## config.mk

```make
export PLATFORM = sky130hd
export DESIGN_NAME = utf8_to_code_point_decoder_flat
export DESIGN_NICKNAME = d
export VERILOG_FILES = /design/src/rtl/core/u8d_pkg.sv /design/src/rtl/core/u8d_ifs.sv /design/src/rtl/core/utf8_to_code_point_decoder.sv /design/src/rtl/core/u8d_front.sv /design/src/rtl/core/u8d_queue.sv /design/src/rtl/core/u8d_back.sv /design/src/flat_wrapper.sv
export SDC_FILE = /design/constraint.sdc
export NUM_CORES = 1
export LEC_CHECK = 0
export BUFFER_PORTS_ARGS = -buffer_cell sky130_fd_sc_hd__buf_4
export CELL_PAD_IN_SITES_DETAIL_PLACEMENT = 0
export CELL_PAD_IN_SITES_GLOBAL_PLACEMENT = 1
export CORE_MARGIN = 10
export CORE_UTILIZATION = 49
export DETAILED_ROUTE_END_ITERATION = 12
export PLACE_DENSITY_LB_ADDON = 0.3
export SYNTH_ARGS = -nofsm -noshare
export SYNTH_HDL_FRONTEND = slang
export SYNTH_SLANG_ARGS = --single-unit
```

## constraint.sdc

```tcl
create_clock -name clock -period 2.4 [get_ports clock]
set_input_delay 0.24 -clock clock [delete_from_list [all_inputs] [get_ports clock]]
set_output_delay 0.24 -clock clock [all_outputs]
set_load 0.05 [all_outputs]
```

## src/rtl/core/u8d_pkg.sv

```systemverilog
// ----------------------------------------------------------------------------
// u8d_pkg
// Shared types and constants for the UTF-8 to code point decoder.
// ----------------------------------------------------------------------------
package u8d_pkg;

   localparam int ByteW     = 8;
   localparam int CodePtW   = 21;
   localparam int PendW     = 2;
   localparam int QDepth    = 4;
   localparam int QPtrW     = $clog2(QDepth);
   localparam int QCntW     = $clog2(QDepth + 1);

   localparam logic [CodePtW-1:0] ReplChar   = 21'h00FFFD;
   localparam logic [ByteW-1:0]   ContMask   = 8'h3F;
   localparam logic [ByteW-1:0]   Lead2Mask  = 8'h1F;
   localparam logic [ByteW-1:0]   Lead3Mask  = 8'h0F;
   localparam logic [ByteW-1:0]   Lead4Mask  = 8'h07;

   // Byte classes found by the front end
   typedef enum logic [2:0] {
      CLS_ASCII   = 3'd0,
      CLS_CONT    = 3'd1,
      CLS_LEAD2   = 3'd2,
      CLS_LEAD3   = 3'd3,
      CLS_LEAD4   = 3'd4,
      CLS_INVALID = 3'd5
   } byte_class_type;

   // One classified byte as it sits in the queue
   typedef struct packed {
      byte_class_type    cls;
      logic [ByteW-1:0]  in_byte;
      logic              end_of_string;
   } item_type;

   // Write side of the queue
   typedef struct packed {
      logic     valid;
      item_type item;
   } push_type;

   // Read side of the queue
   typedef struct packed {
      logic     valid;
      item_type item;
   } head_type;

   // One result beat
   typedef struct packed {
      logic [CodePtW-1:0] code_point;
      logic               is_replacement;
      logic               last_of_run;
   } result_type;

endpackage

```

## src/rtl/core/u8d_ifs.sv

```systemverilog
// ----------------------------------------------------------------------------
// u8d channel interfaces
// Valid/ready channels for input bytes and decoded code points.
// ----------------------------------------------------------------------------
interface u8d_req_if import u8d_pkg::*; ();
   logic             valid;
   logic             ready;
   logic [ByteW-1:0] in_byte;
   logic             end_of_string;

   modport source (output valid, output in_byte, output end_of_string, input ready);
   modport sink   (input valid, input in_byte, input end_of_string, output ready);
endinterface

interface u8d_rsp_if import u8d_pkg::*; ();
   logic               valid;
   logic               ready;
   logic [CodePtW-1:0] code_point;
   logic               is_replacement;
   logic               last_of_run;

   modport source (output valid, output code_point, output is_replacement,
                   output last_of_run, input ready);
   modport sink   (input valid, input code_point, input is_replacement,
                   input last_of_run, output ready);
endinterface

```

## src/rtl/core/utf8_to_code_point_decoder.sv

```systemverilog
// ----------------------------------------------------------------------------
// utf8_to_code_point_decoder
// Decodes a UTF-8 byte stream into 21-bit code points, one byte per beat.
// ----------------------------------------------------------------------------
// Usage:
//   req_ch carries one byte per beat plus an end-of-string mark. rsp_ch
//   returns code points; U+FFFD with is_replacement set stands for malformed
//   input, and last_of_run marks the final result caused by a byte.
//   A byte yields zero, one or two results; lead bytes and unfinished
//   continuations yield none unless they end the string.
// Path: a taken byte waits in the queue, and its first result is then
//   registered in the output register before it is valid on rsp_ch.
// Throughput: one byte per cycle while rsp_ch is ready; a byte that yields
//   two results holds the next byte in the queue until its second result
//   has moved into the output register, as there is a single result port.
// A four-entry queue parts classification from decoding, so req_ch keeps
//   taking bytes while rsp_ch stalls until the queue fills; then req_ch.ready
//   drops. A stalled result holds its payload.
// Reset (synchronous, active high) empties the queue and output register and
//   clears the pending count and the accumulator.
// ----------------------------------------------------------------------------
module utf8_to_code_point_decoder import u8d_pkg::*; (
   input  logic      clock,
   input  logic      reset,
   u8d_req_if.sink   req_ch,
   u8d_rsp_if.source rsp_ch
);

   push_type push;
   head_type head;
   logic     q_full;
   logic     pop;

   u8d_front u_front (
      .req_ch (req_ch),
      .q_full (q_full),
      .push   (push)
   );

   u8d_queue u_queue (
      .clock (clock),
      .reset (reset),
      .push  (push),
      .pop   (pop),
      .full  (q_full),
      .head  (head)
   );

   u8d_back u_back (
      .clock  (clock),
      .reset  (reset),
      .head   (head),
      .pop    (pop),
      .rsp_ch (rsp_ch)
   );

endmodule

```

## src/rtl/core/u8d_front.sv

```systemverilog
// ----------------------------------------------------------------------------
// u8d_front
// Accepts input beats, classifies each byte and pushes it into the queue.
// ----------------------------------------------------------------------------
module u8d_front import u8d_pkg::*; (
   u8d_req_if.sink  req_ch,
   input  logic     q_full,
   output push_type push
);

   byte_class_type cls;

   // Classify the byte by its leading bits
   always_comb begin
      case (req_ch.in_byte) inside
         [8'h00:8'h7F]: cls = CLS_ASCII;
         [8'h80:8'hBF]: cls = CLS_CONT;
         [8'hC0:8'hDF]: cls = CLS_LEAD2;
         [8'hE0:8'hEF]: cls = CLS_LEAD3;
         [8'hF0:8'hF7]: cls = CLS_LEAD4;
         default:       cls = CLS_INVALID;
      endcase
   end

   // Take a beat whenever the queue has room
   assign req_ch.ready            = ~q_full;
   assign push.valid              = req_ch.valid & ~q_full;
   assign push.item.cls           = cls;
   assign push.item.in_byte       = req_ch.in_byte;
   assign push.item.end_of_string = req_ch.end_of_string;

endmodule

```

## src/rtl/core/u8d_queue.sv

```systemverilog
// ----------------------------------------------------------------------------
// u8d_queue
// Short first-in first-out queue between the front end and the back end.
// ----------------------------------------------------------------------------
module u8d_queue import u8d_pkg::*; (
   input  logic     clock,
   input  logic     reset,
   input  push_type push,
   input  logic     pop,
   output logic     full,
   output head_type head
);

   item_type         entry_ff [QDepth];
   logic [QPtrW-1:0] wr_ptr_ff, wr_ptr_in;
   logic [QPtrW-1:0] rd_ptr_ff, rd_ptr_in;
   logic [QCntW-1:0] count_ff,  count_in;
   logic             do_push, do_pop;

   assign full       = (count_ff == QCntW'(QDepth));
   assign head.valid = (count_ff != '0);
   assign head.item  = entry_ff[rd_ptr_ff];

   assign do_push = push.valid & ~full;
   assign do_pop  = pop & head.valid;

   // Advance pointers and count
   always_comb begin
      wr_ptr_in = wr_ptr_ff + QPtrW'(do_push);
      rd_ptr_in = rd_ptr_ff + QPtrW'(do_pop);
      count_in  = count_ff + QCntW'(do_push) - QCntW'(do_pop);
   end

   always_ff @(posedge clock) begin
      if (reset) begin
         wr_ptr_ff <= '0;
         rd_ptr_ff <= '0;
         count_ff  <= '0;
      end else begin
         wr_ptr_ff <= wr_ptr_in;
         rd_ptr_ff <= rd_ptr_in;
         count_ff  <= count_in;
      end
   end

   // Store the incoming entry
   always_ff @(posedge clock) begin
      if (do_push) begin
         entry_ff[wr_ptr_ff] <= push.item;
      end
   end

endmodule

```

## src/rtl/core/u8d_back.sv

```systemverilog
// ----------------------------------------------------------------------------
// u8d_back
// Holds the decode state, turns each classified byte into up to two results
// and drives the result channel through an output register.
// ----------------------------------------------------------------------------
module u8d_back import u8d_pkg::*; (
   input  logic     clock,
   input  logic     reset,
   input  head_type head,
   output logic     pop,
   u8d_rsp_if.source rsp_ch
);

   logic [PendW-1:0]   pend_ff,  pend_in;
   logic [CodePtW-1:0] acc_ff,   acc_in;
   logic               out_vld_ff, out_vld_in;
   result_type         out_ff,   out_in;
   logic               sec_vld_ff, sec_vld_in;
   result_type         sec_ff,   sec_in;

   logic               out_free;
   logic               e0_vld, e1_vld;
   result_type         e0, e1;
   logic [PendW-1:0]   pend_nx;
   logic [CodePtW-1:0] acc_nx;
   logic [CodePtW-1:0] acc_shift;
   logic [ByteW-1:0]   b;

   assign out_free = ~out_vld_ff | rsp_ch.ready;
   assign pop      = head.valid & out_free & ~sec_vld_ff;
   assign b        = head.item.in_byte;
   assign acc_shift = {acc_ff[CodePtW-7:0], b[5:0] & ContMask[5:0]};

   // Decode one byte against the current state
   always_comb begin
      pend_nx = pend_ff;
      acc_nx  = acc_ff;
      e0_vld  = 1'b0;
      e1_vld  = 1'b0;
      e0      = '{code_point: ReplChar, is_replacement: 1'b1, last_of_run: 1'b0};
      e1      = '{code_point: ReplChar, is_replacement: 1'b1, last_of_run: 1'b1};

      case (head.item.cls)
         CLS_ASCII: begin
            if (pend_ff != '0) begin
               e0_vld = 1'b1;
               e1_vld = 1'b1;
               e1     = '{code_point: CodePtW'(b), is_replacement: 1'b0,
                          last_of_run: 1'b1};
            end else begin
               e0_vld = 1'b1;
               e0     = '{code_point: CodePtW'(b), is_replacement: 1'b0,
                          last_of_run: 1'b0};
            end
            pend_nx = '0;
         end
         CLS_CONT: begin
            if (pend_ff != '0) begin
               acc_nx  = acc_shift;
               pend_nx = pend_ff - PendW'(1);
               if (pend_ff == PendW'(1)) begin
                  e0_vld = 1'b1;
                  e0     = '{code_point: acc_shift, is_replacement: 1'b0,
                             last_of_run: 1'b0};
               end
            end else begin
               e0_vld = 1'b1;
            end
         end
         CLS_LEAD2: begin
            pend_nx = PendW'(1);
            acc_nx  = CodePtW'(b & Lead2Mask);
         end
         CLS_LEAD3: begin
            pend_nx = PendW'(2);
            acc_nx  = CodePtW'(b & Lead3Mask);
         end
         CLS_LEAD4: begin
            pend_nx = PendW'(3);
            acc_nx  = CodePtW'(b & Lead4Mask);
         end
         default: begin
            e0_vld  = 1'b1;
            pend_nx = '0;
         end
      endcase

      // Close the string: flag an unfinished sequence, clear the state
      if (head.item.end_of_string) begin
         if (pend_nx != '0) begin
            if (e0_vld) begin
               e1_vld = 1'b1;
               e1     = '{code_point: ReplChar, is_replacement: 1'b1,
                          last_of_run: 1'b1};
            end else begin
               e0_vld = 1'b1;
               e0     = '{code_point: ReplChar, is_replacement: 1'b1,
                          last_of_run: 1'b0};
            end
         end
         pend_nx = '0;
         acc_nx  = '0;
      end

      e0.last_of_run = ~e1_vld;
   end

   // Select what goes to the output register
   always_comb begin
      pend_in    = pend_ff;
      acc_in     = acc_ff;
      out_in     = out_ff;
      sec_in     = sec_ff;
      sec_vld_in = sec_vld_ff;
      out_vld_in = out_vld_ff & ~rsp_ch.ready;

      if (sec_vld_ff && out_free) begin
         out_vld_in = 1'b1;
         out_in     = sec_ff;
         sec_vld_in = 1'b0;
      end else if (pop) begin
         pend_in    = pend_nx;
         acc_in     = acc_nx;
         out_vld_in = e0_vld;
         out_in     = e0;
         sec_vld_in = e1_vld;
         sec_in     = e1;
      end
   end

   always_ff @(posedge clock) begin
      if (reset) begin
         pend_ff    <= '0;
         acc_ff     <= '0;
         out_vld_ff <= 1'b0;
         sec_vld_ff <= 1'b0;
      end else begin
         pend_ff    <= pend_in;
         acc_ff     <= acc_in;
         out_vld_ff <= out_vld_in;
         sec_vld_ff <= sec_vld_in;
      end
   end

   // Hold result payloads
   always_ff @(posedge clock) begin
      out_ff <= out_in;
      sec_ff <= sec_in;
   end

   assign rsp_ch.valid          = out_vld_ff;
   assign rsp_ch.code_point     = out_ff.code_point;
   assign rsp_ch.is_replacement = out_ff.is_replacement;
   assign rsp_ch.last_of_run    = out_ff.last_of_run;

endmodule
```

## src/flat_wrapper.sv

```systemverilog
// flat-port wrapper written by rule: the top's interface ports become plain ports
module utf8_to_code_point_decoder_flat import u8d_pkg::*;
  (clock, reset, req_ch_valid, req_ch_in_byte, req_ch_end_of_string, req_ch_ready, rsp_ch_valid, rsp_ch_code_point, rsp_ch_is_replacement, rsp_ch_last_of_run, rsp_ch_ready);
  u8d_req_if req_ch_i ();
  u8d_rsp_if rsp_ch_i ();
  input  logic clock;
  input  logic reset;
  input wire logic [$bits(req_ch_i.valid)-1:0] req_ch_valid;
  input wire logic [$bits(req_ch_i.in_byte)-1:0] req_ch_in_byte;
  input wire logic [$bits(req_ch_i.end_of_string)-1:0] req_ch_end_of_string;
  output wire logic [$bits(req_ch_i.ready)-1:0] req_ch_ready;
  output wire logic [$bits(rsp_ch_i.valid)-1:0] rsp_ch_valid;
  output wire logic [$bits(rsp_ch_i.code_point)-1:0] rsp_ch_code_point;
  output wire logic [$bits(rsp_ch_i.is_replacement)-1:0] rsp_ch_is_replacement;
  output wire logic [$bits(rsp_ch_i.last_of_run)-1:0] rsp_ch_last_of_run;
  input wire logic [$bits(rsp_ch_i.ready)-1:0] rsp_ch_ready;
  assign req_ch_i.valid = req_ch_valid;
  assign req_ch_i.in_byte = req_ch_in_byte;
  assign req_ch_i.end_of_string = req_ch_end_of_string;
  assign req_ch_ready = req_ch_i.ready;
  assign rsp_ch_valid = rsp_ch_i.valid;
  assign rsp_ch_code_point = rsp_ch_i.code_point;
  assign rsp_ch_is_replacement = rsp_ch_i.is_replacement;
  assign rsp_ch_last_of_run = rsp_ch_i.last_of_run;
  assign rsp_ch_i.ready = rsp_ch_ready;
  utf8_to_code_point_decoder u_core (.clock(clock), .reset(reset), .req_ch(req_ch_i), .rsp_ch(rsp_ch_i));
endmodule
```

* Yosys cells after proc, flatten, opt, wreduce, memory -nomap -nowiden
Memories as Yosys holds them, arrays and structs flattened. A register that Yosys moved wholly into a read port is not among the register bits. Index checks and enable logic that the tools add are counted.
Word-level totals: bits in registers 72, bits in latches 0, bits in writable memories 48, ROM bits 0, input port bits 13, output and inout port bits 25, word-level logic and storage cells 105, memories 1
Memories:
- u_core.u_queue.entry_ff | words 4, bits a word 12, read ports 1, clocked after memory_dff 1, wr ports 1, line u8d_queue.sv:14 | item_type entry_ff [QDepth];
Operators by class: add/sub/neg operators 5, multipliers 0, div/mod/pow operators 0, magnitude comparators 10, eq/ne operators 7, shift operators 0, mux-type cells 40, bitwise gates (word level) 13, reductions and logical operators 16
Operator list (number):
- 2-to-1 mux 23 bit | 10
- one-hot mux 15 bit (4 select lines) | 1
- 2-to-1 mux 18 bit | 3
- one-hot mux 23 bit (2 select lines) | 1
- >= comparator 8 bit, second input constant | 4
- less-or-equal comparator 8 bit, second input constant | 4
- 2-to-1 mux 15 bit | 2
- 2-to-1 mux 1 bit | 14
- 2-to-1 mux 3 bit | 4
- >= comparator 8 x 1 -> 1 bit, second input constant | 1
- less-or-equal comparator 8 x 7 -> 1 bit, second input constant | 1
- one-hot mux 2 bit (4 select lines) | 1
- AND 1 bit | 6
- == test 3 x 2 -> 1 bit, second input constant | 2
- == test 3 bit, second input constant | 2
- logical AND 1 bit | 6
- 2-to-1 mux 2 bit | 3
- NOT 1 bit | 6
- nonzero test 2 bit | 3
- nonzero test 5 bit | 1
- adder 2 x 1 -> 2 bit | 2
- AND reduction 4 bit | 1
- adder 3 x 1 -> 3 bit | 1
- == test 3 x 1 -> 1 bit, second input constant | 1
- 11 further kinds | 11

* Longest topological paths before layout
depth after elaboration 10, gate-level depth with buffers 10, gate-level depth less buffers 10

* Cells and area by module
Synthesis repeated with hierarchy kept, for this count alone.
Unflattened totals: cell total of the unflattened synthesis 287, area total of the unflattened synthesis 4416.7 µm²
Modules (own cells, without submodules):
- u8d_back | instances 1, cells each 171, area an instance 2180.8 µm², seq. area each 1341.3 µm²
- u8d_queue | instances 1, cells each 98, area an instance 2122.0 µm², seq. area each 1581.5 µm²
- u8d_front | instances 1, cells each 18, area an instance 113.9 µm², seq. area each 0.0 µm²

* Worst setup path after synthesis
Ideal clock, no wire load.
path type reg2reg, start point reg u_core.u_queue.count_ff[1], end point mem u_core.u_queue.entry_ff[1][0] (netlist bit) (enable), library setup time 399 ps, data arrival time 1966 ps, required time 2001 ps, slack 35 ps, stages on the path, launching flop included 5, buffers on the path 0, period minus slack after synthesis 2365 ps, path through dfxtp_1 nor2_1 nand2_1 nand2_1 nor3b_1
Between the ends: cells in the longest elaborated chain, start to end 6
Ends and longest elaborated chain:
- start: declaration | line u8d_queue.sv:17 | logic [QCntW-1:0] count_ff, count_in;
- start signal: assignment | line u8d_queue.sv:42 | count_ff <= count_in;
- == test 3 bit (*) | line u8d_queue.sv:20 | assign full = (count_ff == QCntW'(QDepth));
- NOT 1 bit (*)
- named net req_ch_ready | line flat_wrapper.sv:11 | output wire logic [$bits(req_ch_i.ready)-1:0] req_ch_ready;
- AND 1 bit | line u8d_front.sv:27 | assign push.valid = req_ch.valid & ~q_full;
- AND 1 bit (*) | line u8d_queue.sv:24 | assign do_push = push.valid & ~full;
- 2-to-1 mux 1 bit (*) | line u8d_queue.sv:48 | if (do_push) begin
- 2-to-1 mux 1 bit (not written as such) (*) | line u8d_queue.sv:49 | entry_ff[wr_ptr_ff] <= push.item;
- end: declaration | line u8d_queue.sv:14
Mark *: on every way through the listed nets, which the timed path passes. The rest lies on a longest branch.

==> impl_metrics.env <==
export IMPL_required_ps=2670
export IMPL_finClkSkew_ps=14.15
export IMPL_max_vdd_ir_drop_mv=0.5574
export IMPL_cts_made_buffers=9
export IMPL_grt_max_degree=24
export IMPL_netlist_area_um2=4265
export IMPL_ys_seq_elements=106
export IMPL_insertedDiodeCount=0
export IMPL_async_reset_ff_share_pct=0
export IMPL_rsz0062_at_grt="false"
export IMPL_powerDensity_nw_per_um2=1270
export IMPL_cts_sinks=106
export IMPL_fin_crit_ps=2261
export IMPL_crit_path_max_incr_delay_ps=700
export IMPL_reg2reg_slack_ps=140
export IMPL_hpwl_um=5208
export IMPL_pin_count=38
export IMPL_netlist_instances=269
export IMPL_final_max_slew_viol_count=0
export IMPL_dr_first_iter_drc_count=85
export IMPL_critical_path_slowest_cell="mux4_2"
export IMPL_status="finished, final reports clean"
export IMPL_coreArea_um2=8341
export IMPL_final_util_pct=59.45
export IMPL_ant_nets=0
export IMPL_antenna_found_initial=0
export IMPL_dieArea_um2=12840
export IMPL_cts_max_path_buffers=2
export IMPL_synth_edf_count=80
export IMPL_start_util_pct=51.14
export IMPL_arrival_ps=2530
export IMPL_drtPass1Iterations=4
export IMPL_postSynthAreaPerCell_um2=15.86
export IMPL_grt_total_usage_pct=11.87
export IMPL_synth_ff_type="edfxtp_1"
export IMPL_cts_tree="yes"
export IMPL_area_growth_pct=16.25
export IMPL_synth_fp_nets=287
export IMPL_drive_gt1_share_pct=27.36
export IMPL_clkTransAtPathRegs_ps=100
export IMPL_yosysSeqAreaShare_pct=68.52
export IMPL_crit_chain="mux4_2 -> o21a_1 -> o21bai_2 -> a21oi_4 -> buf_12 -> a22o_1"
export IMPL_clock_root_buffer="clkbuf_8"
export IMPL_slew_headroom_pct=59.07
export IMPL_cp_max_fo=14
export IMPL_finalHoldViolCount=0
export IMPL_finalCritPeriodShare_pct=94.20
export IMPL_place_port_buffers=37
export IMPL_cap_violations=0
export IMPL_final_common_cell="edfxtp_1"
export IMPL_htreeDepth=3
export IMPL_path_class="reg -> reg"
export IMPL_fillCellCount=657
export IMPL_cp_end_kind="flip-flop"
export IMPL_vias=2327
export IMPL_drc=0
export IMPL_worstMarginPinSlew_ps=614.0
export IMPL_synth_distinct_cells=50
export IMPL_p_leak_nw=1.743
export IMPL_grt_pass1_wl_um=12130
export IMPL_min_path_type="in -> reg"
export IMPL_die_height_um=113.3
export IMPL_die_w_um=113.3
export IMPL_clk_latency_ps=370
export IMPL_nNetsFinal=342
export IMPL_fmaxAchievable_mhz=442.3
export IMPL_hold_buffers=0
export IMPL_viasPerCell=5.362
export IMPL_overflow=0
export IMPL_tns_ps=0
export IMPL_yosys_warnings=0
export IMPL_setup_violations_final=0
export IMPL_gp_congestion=0.8415
export IMPL_critPathLaunchType="flip-flop"
export IMPL_wirelength_um=7406
export IMPL_avgRoutedWirePerCell_um=17.06
export IMPL_layout_common_cells="edfxtp_1 (80), buf_4 (53), dfxtp_1 (26)"
export IMPL_grt_pass1_vias=2370
export IMPL_rows=33
[final timing paths]
kind	cells past startpoint	endpoint	start
max	6	u_core.u_back.acc_ff[1]	u_core.u_queue.rd_ptr_ff[0]
min	1	u_core.u_queue.entry_ff[3][1]	req_ch_in_byte[0]
max reg2reg	6	u_core.u_back.acc_ff[1]	u_core.u_queue.rd_ptr_ff[0]
min reg2reg	1	u_core.u_back.acc_ff[14]	u_core.u_back.acc_ff[14]
[power breakdown]
group          internal, W  switching, W  total [W]
Sequential         0.00245      0.000158    0.00261
Combinational     0.000950       0.00161    0.00256
Clock             0.000470      0.000655    0.00113
[layer usage]
| metal | track usage, % | vias to the layer above | part of all wire (%) |
|---|---|---|---|
| met5 | 0 | - | 0 |
| met4 | 4.061 | 0 | 1.1 |
| met3 | 4.226 | 8 | 5.0 |
| met2 | 18.89 | 51 | 48 |
| met1 | 14.64 | 1132 | 46 |
| li1 | - | 1136 | - |
[registers in the layout, summed over array words and instances, names as in the netlist]
register	cells
u_core.u_back.acc_ff	15
u_core.u_back.pend_ff	2
u_core.u_back.rsp_ch.code_point	21
u_core.u_back.rsp_ch.is_replacement	1
u_core.u_back.rsp_ch.last_of_run	1
u_core.u_back.rsp_ch.valid	1
u_core.u_back.sec_ff	9
u_core.u_back.sec_vld_ff	1
u_core.u_queue.count_ff	3
u_core.u_queue.entry_ff	48
u_core.u_queue.rd_ptr_ff	2
u_core.u_queue.wr_ptr_ff	2
[layout make-up]
class | count | area (um2) | share of cell area, %
multi-input combinational | 142 | 1234 | 24.88
timing repair buffer | 54 | 417.9 | 8.428
sequential | 106 | 2923 | 58.95
clock inverter | 6 | 62.56 | 1.262
tap | 105 | 131.4 | 2.650
inverter | 11 | 41.29 | 0.8327
clock buffer | 10 | 148.9 | 3.003
[worst max-delay path, delay by kind of cell (launching register included)]
family                 cells  cell delay (ps)
AO/OA/AOI/OAI              4              800
buffers and inverters      1              150
flip-flops                 1              510
multiplexers               1              700
[repair_timing]
action,CTS,global route
setup endpoints to repair,22,14
endpoints found under the hold margin,0,0
gates resized for setup,2,2
pin swaps,0,1
setup buffers,0,1
[synthesized netlist by cell type (all sizes together), types with 2 or more instances]
master  count  area (um2)
edfxtp     80        2402
dfxtp      26       520.5
nor2       16       70.07
a22o       13       113.9
nand2      13       48.80
mux4       12       296.5
inv        11       41.29
a21o       10       75.07
a21oi       8       51.30
nand2b      8       50.05
buf         7       65.05
nor2b       6       37.54
nor3        6       41.29
o22a        6       52.55
xnor2       6       52.55
and2        5       31.28
ha          4       50.05
clkbuf      3       11.26
a211oi      2       20.02
nor3b       2       15.01
nor4        2       27.53
o21a        2       15.01
o21ai       2       10.01
or3         2       12.51
[cells by family (layout without fill, tap and decap cells)]
| kind of cell | after synthesis | after routing | synth area share [%] |
|---|---|---|---|
| flops | 106 | 106 | 68.52 |
| simple gates | 67 | 67 | 9.153 |
| compound gates | 51 | 51 | 9.475 |
| buf+inv | 21 | 81 | 2.757 |
| mux | 13 | 13 | 7.216 |
| xor+xnor | 6 | 6 | 1.232 |
| fa+ha+maj | 5 | 5 | 1.643 |
[metrics by stage]
stage / total power, W / instance area, um2 / hold WS, ps / cells / setup slack (ps)
6_report: 0.006298 / 4959 / 61.28 / 434 / 139.3
5_1_grt: 0.006656 / 4959 / 36.73 / 434 / 8.788
4_1_cts: 0.006309 / 4928 / 44.71 / 433 / 101.4
3_5_place_dp: 0.005188 / 4718 / 441.4 / 417 / -47.81
3_3_place_gp: 0.005157 / 4718 / 439.7 / 417 / 1.770
2_1_floorplan: 0.004513 / 4265 / 311.6 / 269 / 35.33
Note: power is estimated with default switching activity, not from simulation.
